`config.mk`:
```
export PLATFORM = sky130hd
export DESIGN_NAME = integer_radix_formatter
export DESIGN_NICKNAME = d
export VERILOG_FILES = /design/src/hdl/irf_pkg.sv /design/src/hdl/irf_alpha_check.sv /design/src/hdl/irf_divider.sv /design/src/hdl/integer_radix_formatter.sv
export SDC_FILE = /design/constraint.sdc
export NUM_CORES = 2
export LEC_CHECK = 0
export BUFFER_PORTS_ARGS = -buffer_cell sky130_fd_sc_hd__buf_2
export CAP_MARGIN = 20
export CORE_MARGIN = 4
export CORE_UTILIZATION = 40
export CTS_BUF_LIST = sky130_fd_sc_hd__clkbuf_8
export DETAILED_ROUTE_END_ITERATION = 6
export SYNTH_ARGS = -nofsm -noshare
export SYNTH_HDL_FRONTEND = slang
export SYNTH_SLANG_ARGS = --single-unit
```
`constraint.sdc`:
```
create_clock -name i_clk -period 15 [get_ports i_clk]
set_input_delay 1.5 -clock i_clk [delete_from_list [all_inputs] [get_ports i_clk]]
set_output_delay 1.5 -clock i_clk [all_outputs]
set_load 0.02 [all_outputs]
```
`src/hdl/irf_pkg.sv`:
```
// irf_pkg: shared constants and types for the integer radix formatter
// no dependencies; imported by every module of the block

package irf_pkg;

    localparam int CHAR_W     = 8;
    localparam int RADIX_W    = 5;
    localparam int CFG_IDX_W  = 2;
    localparam int CFG_DATA_W = 64;

    // dividend bits retired per divider cycle
    localparam int STEP_BITS  = 8;

    localparam logic [CHAR_W-1:0] SIGN_CHAR = 8'h2D;
    localparam logic [CHAR_W-1:0] PLUS_CHAR = 8'h2B;
    localparam logic [CHAR_W-1:0] NUL_CHAR  = 8'h00;

    localparam logic [CFG_IDX_W-1:0] REG_RADIX        = 2'd0;
    localparam logic [CFG_IDX_W-1:0] REG_SYMBOLS_LOW  = 2'd1;
    localparam logic [CFG_IDX_W-1:0] REG_SYMBOLS_HIGH = 2'd2;

    typedef struct packed {
        logic done;
        logic quo_zero;
    } t_div_stat;

endpackage

```
`src/hdl/irf_alpha_check.sv`:
```
// irf_alpha_check: decides whether the configured radix and alphabet are usable
// depends on irf_pkg

module irf_alpha_check #(
    parameter int MAX_RADIX = 16
) (
    input  logic [irf_pkg::RADIX_W-1:0]          i_radix,
    input  logic [MAX_RADIX*irf_pkg::CHAR_W-1:0] i_symbols,
    output logic                                 o_valid
);
    import irf_pkg::*;

    logic [CHAR_W-1:0] sym [MAX_RADIX];
    logic              bad;

    always_comb begin
        for (int k = 0; k < MAX_RADIX; k++) begin
            sym[k] = i_symbols[k*CHAR_W +: CHAR_W];
        end
    end

    // every check is independent; any failing one marks the alphabet bad
    always_comb begin
        bad = 1'b0;
        for (int a = 0; a < MAX_RADIX; a++) begin
            if (RADIX_W'(a) < i_radix) begin
                if (sym[a] == NUL_CHAR || sym[a] == SIGN_CHAR || sym[a] == PLUS_CHAR) begin
                    bad = 1'b1;
                end
                for (int b = a + 1; b < MAX_RADIX; b++) begin
                    if (RADIX_W'(b) < i_radix && sym[a] == sym[b]) begin
                        bad = 1'b1;
                    end
                end
            end
        end
    end

    assign o_valid = !bad && (i_radix >= RADIX_W'(2)) && (i_radix <= RADIX_W'(MAX_RADIX));

endmodule

```
`src/hdl/irf_divider.sv`:
```
// irf_divider: iterative divide of a magnitude by the radix, STEP_BITS bits a cycle
// depends on irf_pkg

module irf_divider #(
    parameter int PAD_W = 40,
    parameter int DIG_W = 4
) (
    input  logic                        i_clk,
    input  logic                        i_rst_n,
    input  logic                        i_start,
    input  logic [PAD_W-1:0]            i_dividend,
    input  logic [irf_pkg::RADIX_W-1:0] i_base,
    output irf_pkg::t_div_stat          o_stat,
    output logic [PAD_W-1:0]            o_quotient,
    output logic [DIG_W-1:0]            o_remainder
);
    import irf_pkg::*;

    localparam int CHUNKS = PAD_W / STEP_BITS;
    localparam int CNT_W  = (CHUNKS > 1) ? $clog2(CHUNKS) : 1;
    localparam int CW     = (DIG_W + 1 > RADIX_W) ? DIG_W + 1 : RADIX_W;

    logic [PAD_W-1:0] r_work, n_work;
    logic [DIG_W-1:0] r_rem,  n_rem;
    logic [CNT_W-1:0] r_cnt;
    logic             r_busy;
    logic             r_done;

    // one restoring step per dividend bit, STEP_BITS of them per cycle
    always_comb begin
        logic [DIG_W:0] t;
        logic [CW-1:0]  t_ext;
        logic [CW-1:0]  b_ext;
        logic [CW-1:0]  diff;
        n_work = r_work;
        n_rem  = r_rem;
        b_ext  = CW'(i_base);
        for (int j = 0; j < STEP_BITS; j++) begin
            t      = {n_rem, n_work[PAD_W-1]};
            n_work = {n_work[PAD_W-2:0], 1'b0};
            t_ext  = CW'(t);
            diff   = t_ext - b_ext;
            if (t_ext >= b_ext) begin
                n_work[0] = 1'b1;
                n_rem     = diff[DIG_W-1:0];
            end else begin
                n_rem     = t[DIG_W-1:0];
            end
        end
    end

    always_ff @(posedge i_clk) begin
        if (!i_rst_n) begin
            r_busy <= 1'b0;
            r_done <= 1'b0;
            r_cnt  <= '0;
        end else if (i_start) begin
            r_busy <= 1'b1;
            r_done <= 1'b0;
            r_cnt  <= '0;
        end else if (r_busy) begin
            r_cnt <= r_cnt + CNT_W'(1);
            if (r_cnt == CNT_W'(CHUNKS - 1)) begin
                r_busy <= 1'b0;
                r_done <= 1'b1;
            end
        end else begin
            r_done <= 1'b0;
        end
    end

    always_ff @(posedge i_clk) begin
        if (i_start) begin
            r_work <= i_dividend;
            r_rem  <= '0;
        end else if (r_busy) begin
            r_work <= n_work;
            r_rem  <= n_rem;
        end
    end

    assign o_stat.done     = r_done;
    assign o_stat.quo_zero = (r_work == '0);
    assign o_quotient      = r_work;
    assign o_remainder     = r_rem;

endmodule

```
`src/hdl/integer_radix_formatter.sv`:
```
// integer_radix_formatter: signed integer to radix text, one character per transaction
// depends on irf_pkg, irf_alpha_check, irf_divider
// each digit is one run of the shared divider, on a dividend padded to whole STEP_BITS
// chunks, and a negative value gets a sign character before its digits; output stalls
// hold back the characters and so the next value;
// input stalls from acceptance until the last character is loaded, an invalid alphabet
// drops values with no stall; sync reset clears control and config registers, so the
// alphabet is invalid and every value is dropped until configured

module integer_radix_formatter #(
    parameter int MAX_RADIX  = 16,
    parameter int VALUE_BITS = 32
) (
    input  logic                           i_clk,
    input  logic                           i_rst_n,
    input  logic                           i_cfg_we,
    input  logic [irf_pkg::CFG_IDX_W-1:0]  i_cfg_index,
    input  logic [irf_pkg::CFG_DATA_W-1:0] i_cfg_data,
    input  logic                           i_valid,
    output logic                           o_stall,
    input  logic signed [VALUE_BITS-1:0]   i_value,
    output logic                           o_valid,
    input  logic                           i_stall,
    output logic [irf_pkg::CHAR_W-1:0]     o_character,
    output logic                           o_last
);
    import irf_pkg::*;

    localparam int MAG_W  = VALUE_BITS + 1;
    localparam int CHUNKS = (MAG_W + STEP_BITS - 1) / STEP_BITS;
    localparam int PAD_W  = CHUNKS * STEP_BITS;
    localparam int DIG_W  = $clog2(MAX_RADIX);
    localparam int NSYM   = 2 ** DIG_W;
    localparam int DEPTH  = VALUE_BITS + 1;
    localparam int CNT_W  = $clog2(DEPTH + 1);

    typedef enum logic [2:0] {
        S_IDLE = 3'b001,
        S_DIV  = 3'b010,
        S_EMIT = 3'b100
    } t_state;

    t_state r_state, n_state;

    logic [RADIX_W-1:0]    r_radix;
    logic [CFG_DATA_W-1:0] r_sym_low;
    logic [CFG_DATA_W-1:0] r_sym_high;

    logic [DIG_W-1:0]  r_stack [DEPTH];
    logic [CNT_W-1:0]  r_count;
    logic              r_sign_pend;
    logic              r_ovalid;
    logic [CHAR_W-1:0] r_char;
    logic              r_last;

    logic [2*CFG_DATA_W-1:0] sym_all;
    logic [CHAR_W-1:0]       sym [NSYM];
    logic                    alpha_ok;
    logic                    accept;
    logic                    div_start;
    logic [PAD_W-1:0]        div_dividend;
    logic [PAD_W-1:0]        quotient;
    logic [DIG_W-1:0]        remainder;
    t_div_stat               div_stat;
    logic [MAG_W-1:0]        val_ext;
    logic [MAG_W-1:0]        mag;
    logic                    push;
    logic                    pop;
    logic                    load_sign;
    logic                    out_free;

    // configuration registers
    always_ff @(posedge i_clk) begin
        if (!i_rst_n) begin
            r_radix    <= '0;
            r_sym_low  <= '0;
            r_sym_high <= '0;
        end else if (i_cfg_we) begin
            unique case (i_cfg_index)
                REG_RADIX:        r_radix    <= i_cfg_data[RADIX_W-1:0];
                REG_SYMBOLS_LOW:  r_sym_low  <= i_cfg_data;
                REG_SYMBOLS_HIGH: r_sym_high <= i_cfg_data;
                default: ;
            endcase
        end
    end

    assign sym_all = {r_sym_high, r_sym_low};

    always_comb begin
        for (int k = 0; k < NSYM; k++) begin
            sym[k] = sym_all[k*CHAR_W +: CHAR_W];
        end
    end

    irf_alpha_check #(
        .MAX_RADIX(MAX_RADIX)
    ) u_alpha (
        .i_radix  (r_radix),
        .i_symbols(sym_all[MAX_RADIX*CHAR_W-1:0]),
        .o_valid  (alpha_ok)
    );

    // magnitude at one extra bit so the most negative value stays exact
    assign val_ext = {i_value[VALUE_BITS-1], i_value};
    assign mag     = i_value[VALUE_BITS-1] ? (~val_ext + MAG_W'(1)) : val_ext;

    assign accept       = i_valid && (r_state == S_IDLE);
    assign o_stall      = (r_state != S_IDLE);
    assign push         = (r_state == S_DIV) && div_stat.done;
    assign div_start    = (accept && alpha_ok) || (push && !div_stat.quo_zero);
    assign div_dividend = (r_state == S_IDLE) ? PAD_W'(mag) : quotient;

    irf_divider #(
        .PAD_W(PAD_W),
        .DIG_W(DIG_W)
    ) u_div (
        .i_clk      (i_clk),
        .i_rst_n    (i_rst_n),
        .i_start    (div_start),
        .i_dividend (div_dividend),
        .i_base     (r_radix),
        .o_stat     (div_stat),
        .o_quotient (quotient),
        .o_remainder(remainder)
    );

    assign out_free  = !r_ovalid || !i_stall;
    assign load_sign = (r_state == S_EMIT) && out_free && r_sign_pend;
    assign pop       = (r_state == S_EMIT) && out_free && !r_sign_pend;

    always_comb begin
        n_state = r_state;
        unique case (r_state)
            S_IDLE: if (accept && alpha_ok) n_state = S_DIV;
            S_DIV:  if (push && div_stat.quo_zero) n_state = S_EMIT;
            S_EMIT: if (pop && r_count == CNT_W'(1)) n_state = S_IDLE;
            default: n_state = S_IDLE;
        endcase
    end

    always_ff @(posedge i_clk) begin
        if (!i_rst_n) begin
            r_state     <= S_IDLE;
            r_count     <= '0;
            r_sign_pend <= 1'b0;
            r_ovalid    <= 1'b0;
        end else begin
            r_state <= n_state;
            if (accept) begin
                r_count     <= '0;
                r_sign_pend <= i_value[VALUE_BITS-1];
            end else if (push) begin
                r_count <= r_count + CNT_W'(1);
            end else if (pop) begin
                r_count <= r_count - CNT_W'(1);
            end
            if (load_sign) begin
                r_sign_pend <= 1'b0;
            end
            if (load_sign || pop) begin
                r_ovalid <= 1'b1;
            end else if (!i_stall) begin
                r_ovalid <= 1'b0;
            end
        end
    end

    // digit stack: newest digit (most significant so far) sits at the top
    always_ff @(posedge i_clk) begin
        if (push) begin
            r_stack[0] <= remainder;
            for (int k = 1; k < DEPTH; k++) begin
                r_stack[k] <= r_stack[k-1];
            end
        end else if (pop) begin
            for (int k = 0; k < DEPTH - 1; k++) begin
                r_stack[k] <= r_stack[k+1];
            end
            r_stack[DEPTH-1] <= '0;
        end
    end

    always_ff @(posedge i_clk) begin
        if (load_sign) begin
            r_char <= SIGN_CHAR;
            r_last <= 1'b0;
        end else if (pop) begin
            r_char <= sym[r_stack[0]];
            r_last <= (r_count == CNT_W'(1));
        end
    end

    assign o_valid     = r_ovalid;
    assign o_character = r_char;
    assign o_last      = r_last;

endmodule

```
Word-level counts from Yosys, hierarchy flattened. Memories as Yosys holds them, arrays and structs flattened. Index checks and enable logic that the tools add are counted.

Register bits: 202. Bits in latches: 0. Memory bits (writable): 132. Memory bits (read-only): 0. Output and inout bits: 11. Word-level logic and storage cells: 680. Memories kept: 1.

$add $sub $neg: 12. Multiply operators: 0. Div/mod/pow operators: 0. $lt $le $gt $ge: 27. Equality and inequality tests: 165. Shift-type cells: 0. Muxes and demuxes: 224. Bitwise gates (word level): 37. Reduce and logical (&&, ||, !) cells: 200.

Memories: r_stack (words 33, bits a word 4, rd ports 33, clocked after memory_dff 0, write ports 33, line integer_radix_formatter.sv:49) `logic [DIG_W-1:0] r_stack [DEPTH];`.

Operators with widths (number): 8-bit == test (120); 8-bit by 6-bit == test with 1-bit output, second input constant (32); 1-bit two-way mux (170); 4-bit two-way mux (41); 1-bit logical AND (131); 8-bit logical NOT (16); 40-bit two-way mux (3); 5-bit >= comparator (8); 40-bit logical NOT (1); 4-bit by 5-bit < comparator with 1-bit output, first input constant (8); 1-bit logical OR (35); 33-bit by 1-bit adder with 33-bit output, second input constant (1); 33-bit two-way mux (1); 33-bit NOT (1); 1-bit bitwise OR (33); 8-bit binary-select mux with 4-bit select (1); 4-bit subtractor (8); 3-bit by 5-bit < comparator with 1-bit output, first input constant (4); 8-bit two-way mux (2); 6-bit two-way mux (2); 1-bit by 5-bit < comparator with 1-bit output, first input constant (2); 2-bit by 5-bit < comparator with 1-bit output, first input constant (2); 2-bit by 1-bit inequality test with 1-bit output, second input constant (5); 3-bit two-way mux (3); 23 further kinds (35).

Longest topological paths before layout.
Word-level depth: 162. Gate-level depth with buffers: 66. Gate-level depth less buffers: 62.

Cells and area by module. From an unflattened synthesis, not the netlist that was laid out.

Cell total of the unflattened synthesis: 3621. Area, all modules: 30344.1 um2.

By module, submodules not included: integer_radix_formatter (times used 1, cells each 1487, area an instance 13399.1 um2); irf_alpha_check (times used 1, cells each 1750, area an instance 12937.4 um2); irf_divider (times used 1, cells each 384, area an instance 4007.6 um2).

Least setup slack after synthesis. Ideal clock, no wire load.

Path type: register -> register. Start: register r_radix[1]. End: register u_div.r_rem[2], in the netlist u_div.o_remainder[2]. Setup time: 0.116 ns. Arrival: 11.974 ns. Data required time: 14.884 ns. Path slack: 2.910 ns. Stages on the path, launching flop included: 64. Path buffers: 4. Clock period less this slack: 12.090 ns. Path through: dfxtp_1 > buf_6 > inv_1 > ha_1 > nor2b_1 > o21ai_0 > nand3b_1 > a21o_1 > a21o_1 > clkbuf_1 > mux2i_1 > ha_1 > nor2b_1 > o21ai_0 > nand3b_1 > a21o_1 > a21o_1 > mux2i_1 > (+28 left out) > clkbuf_1 > mux2i_1 > ha_1 > nor2b_1 > o21ai_0 > a31oi_1 > o21ai_0 > nand2b_1 > clkbuf_1 > o21ai_0 > inv_1 > ha_1 > a21o_1 > a21o_1 > a21o_1 > a21o_1 > mux2_2 > o211a_1.

Longest elaborated chain between the ends: 158.

Ends and longest elaborated chain: from (decl) (line integer_radix_formatter.sv:45) `logic [RADIX_W-1:0] r_radix;`; from (signal assigned) (line integer_radix_formatter.sv:80) `REG_RADIX: r_radix <= i_cfg_data[RADIX_W-1:0];`; 1-bit by 5-bit < comparator with 1-bit output (line irf_alpha_check.sv:26, irf_alpha_check.sv:31); 1-bit logical AND (line irf_alpha_check.sv:31) `if (RADIX_W'(b) < i_radix && sym[a] == sym[b]) begin`; 1-bit two-way mux (15 in a row) (line irf_alpha_check.sv:31); 1-bit two-way mux (line irf_alpha_check.sv:26) `if (RADIX_W'(a) < i_radix) begin`; 1-bit two-way mux (line irf_alpha_check.sv:27) `if (sym[a] == NUL_CHAR || sym[a] == SIGN_CHAR || sym[a] == PLUS_CHAR) begin`; 1-bit two-way mux (14 in a row) (line irf_alpha_check.sv:31); 1-bit two-way mux (line irf_alpha_check.sv:26); 1-bit two-way mux (line irf_alpha_check.sv:27); (+114 left out); 1-bit two-way mux (line irf_alpha_check.sv:31); 1-bit two-way mux (line irf_alpha_check.sv:26); 1-bit two-way mux (line irf_alpha_check.sv:27); 1-bit two-way mux (line irf_alpha_check.sv:26); 1-bit logical NOT (line irf_alpha_check.sv:39) `assign o_valid = !bad && (i_radix >= RADIX_W'(2)) && (i_radix <= RADIX_W'(MAX_RADIX));`; 1-bit logical AND (2 in a row) (line irf_alpha_check.sv:39); 1-bit logical AND (line integer_radix_formatter.sv:111) `assign div_start = (accept && alpha_ok) || (push && !div_stat.quo_zero);`; 1-bit logical OR (line integer_radix_formatter.sv:111); to (signal assigned) (line irf_divider.sv:78) `r_rem <= n_rem;`; to (decl) (line irf_divider.sv:24) `logic [DIG_W-1:0] r_rem, n_rem;`.

Parallel ways exist; a longest one is shown, timed or not. A chain may end at the register's enable or synchronous reset.

Worst setup path in the final report.
Start: register r_radix[1]. End: register u_div.r_rem[3], in the netlist u_div.o_remainder[3].

The elaborated chain is that of the path after synthesis.

==> metrics <==
status finished clean; total grt overflow 0; htree depth 2; sequential area share after synthesis between 20 and 30%; Slowest cell on crit path dfxtp_1; Crit Path Class reg2reg; clk sinks about 330; crit path DAT roughly 14 ns; clk slew on worst S/H paths approximately 0.060 ns; Core Footprint ~73000 um2; Top Layer Used met5; count of pins over their slew limit 0; Worst Skew about 0.064 ns; worst stage delay on the critical path about 0.7 ns; Site Rows 99; Post-synth EDFFs 172; worst path required time about 16 ns; #FFs+latches synth 334; fmax roughly 76 MHz; Power Dens Cells between 200 and 250 nW/um2; largest net degree at the start of global routing 90; post-synth top area cell xor2_1; Syn Inst Count ~3400; Die Width 280 um; DRT iter0 DRCs ~3300; vias per cell 5.80; starting density of the core between 40% and 50%; number of placed I/O pins 114; reg2reg setup slack ~1.8 ns; DRT antenna net count 0; Detailed Place HPWL ~65000 um; post-synth top area share around a fifth; vias in the first global route approximately 25000; CTS buffer count 61; Setup-failing EPs final 0; period utilization between 80% and 90%; ys async rst share 0%; Max Fanout on Critical Path 13; synthesized area roughly 30000 um2; post-cts gate resize count 0; DRC 0; startpoint types flip-flop; port bufs ~110; Detail Route met3 WL about 11000 um; setup_tns 0 ns; Top FF cell, synth edfxtp_1; wire per inst between 20 and 25 um; initial antenna violation count 4; relative slew slack roughly a fifth; vias after detailed routing around 26000; worst hold-check path type reg2reg; final hold violation count 0; P&R area growth vs syn 8.38%; VDD IR max ~860 uV; fraction of layout cells with a size suffix above 1 between 10% and 20%; top cells by area, synth xor2_1 19%, edfxtp_1 17%, xnor2_1 12%, dfxtp_1 11%, nand2_1 8.7%; synth unique cells 70; RePlAce Congestion slightly above 1; worst-skew pair later-pin latency between 0.7 and 0.8 ns; clk root buf clkbuf_8; Total Wirelength around 100000 um; Max-Cap Viols 0; global-route wire length before repair roughly 160000 um; RSZ-0062 raised after global routing no; Total GRT Usage 25.9%; actual slew at the worst max-slew pin around 1.2 ns; Max clock buf depth 3; Yosys warnings 0; cts hold-fix bufs 0; DRT met1 WL about 41000 um; Pre-Repair DR Iteration Count 7; Mapped Avg Cell Area about 8.6 um2; die area just under 80000 um2; critical path endpoint category flip-flop; most used cell, CP a21o_1; die height 280 um; Leak around 15 nW; syn nets approximately 3600; CTS tree done; most numerous cell in the Yosys netlist nand2_1; wire length on met2 ~44000 um; minimum clock period 13.18 ns; final net count between 3000 and 4000; setup bufs post-CTS 0; Synth top cells by count 681 x nand2_1, 638 x xor2_1, 390 x xnor2_1; overall power a little under 7 mW
==> stage by stage <==
| stage | cells | hold slack (ns) | utilization [%] | setup WS [ns] | cell area (um2) |
|---|---|---|---|---|---|
| after floorplan | 3446 | 0.472 | - | 2.91 | 29500 |
| after global placement | 4299 | 0.439 | 42.0 | 2.02 | 30700 |
| after detailed placement | 4299 | 0.437 | 42.0 | 1.76 | 30700 |
| after CTS | 4415 | 0.451 | 43.6 | 1.75 | 31900 |
| after global routing | 4420 | 0.461 | 43.8 | 0.477 | 32000 |
| final | 4423 | 0.446 | 43.8 | 1.82 | 32000 |
==> worst paths after layout <==
kind                            depth (start not counted)                           endpoint               startpoint
worst max-delay path                                   60  u_div.o_remainder[3]$_SDFFE_PP0P_  r_radix[1]$_SDFFE_PN0P_
worst min-delay path                                    1                o_last$_SDFFE_PP0P_      o_last$_SDFFE_PP0P_
worst max register to register                         60  u_div.o_remainder[3]$_SDFFE_PP0P_  r_radix[1]$_SDFFE_PN0P_
worst min register to register                          1                o_last$_SDFFE_PP0P_      o_last$_SDFFE_PP0P_
==> sequential cells by signal (all words and copies together) (netlist names) <==
register and flops:
u_div.o_quotient 40, u_div.r_busy 1, r_sym_low 64, r_stack 132, r_radix 5, o_character 8, r_sym_high 64, o_last 1
o_valid 1, r_state 3, u_div.r_done 1, r_sign_pend 1, u_div.r_cnt 3, u_div.o_remainder 4, r_count 6
==> report_power, final <==
part	internal [mW]	leakage [nW]	switching [mW]
combinational	2.44	11.4	2.49
clock	0.454	0.749	0.422
sequential	1.08	2.86	0.0372
==> cell type report <==
cell class / count / area, um2
antenna: 4 / 10.0
multi-input combinational: 2711 / 19300
tap: 959 / 1200
inverter: 37 / 139
clock inverter: 48 / 283
clock buffer: 68 / 936
sequential: 334 / 8410
fill: 7245 / 41100
timing repair buffer: 262 / 1740
==> worst max-delay path: cells and delay by family (launching register included) <==
family                     cells  cell delay [ns]
AOI/OAI and AO/OA             29             5.72
adders and majority gates      8             2.47
and+or+nand+nor               14             1.97
muxes                          6             1.96
DFF                            1             0.72
buffers and inverters          3             0.28
==> layout by cell type, fill, tap and decap left out, types with 13 or more instances in the layout <==
| cell | n |
|---|---|
| a21boi_0 | 130 |
| a21o_1 | 17 |
| a21oi_1 | 26 |
| a31oi_1 | 14 |
| buf_2 | 112 |
| buf_4 | 146 |
| clkbuf_8 | 68 |
| dfxtp_1 | 162 |
| edfxtp_1 | 172 |
| ha_1 | 46 |
| inv_1 | 69 |
| mux2_2 | 46 |
| mux4_2 | 40 |
| nand2_1 | 681 |
| nand2b_1 | 14 |
| nand3_1 | 95 |
| nand4_1 | 99 |
| nor2_1 | 29 |
| nor2b_1 | 18 |
| nor3_1 | 46 |
| nor4_1 | 172 |
| o21ai_0 | 34 |
| o31ai_1 | 14 |
| o41ai_1 | 13 |
| or4_1 | 22 |
| xnor2_1 | 390 |
| xor2_1 | 638 |
==> layer usage <==
layer / up-vias / GRT usage, %
li1: 11500 / -
met1: 12100 / 33.3
met2: 1463 / 38.9
met3: 540 / 6.23
met4: 2 / 17.2
met5: - / 0
==> cells by family after synthesis <==
logic type / Yosys count / synth area share (%)
AND/OR/NAND/NOR: 1229 / 19.6
XOR/XNOR: 1028 / 30.5
buffers and inverters: 401 / 6.42
flip-flops: 334 / 28.5
AO/OA/AOI/OAI: 303 / 7.28
multiplexers: 97 / 5.20
adder cells (fa/ha/maj): 54 / 2.49
Note: power is estimated with default switching activity, not from simulation.
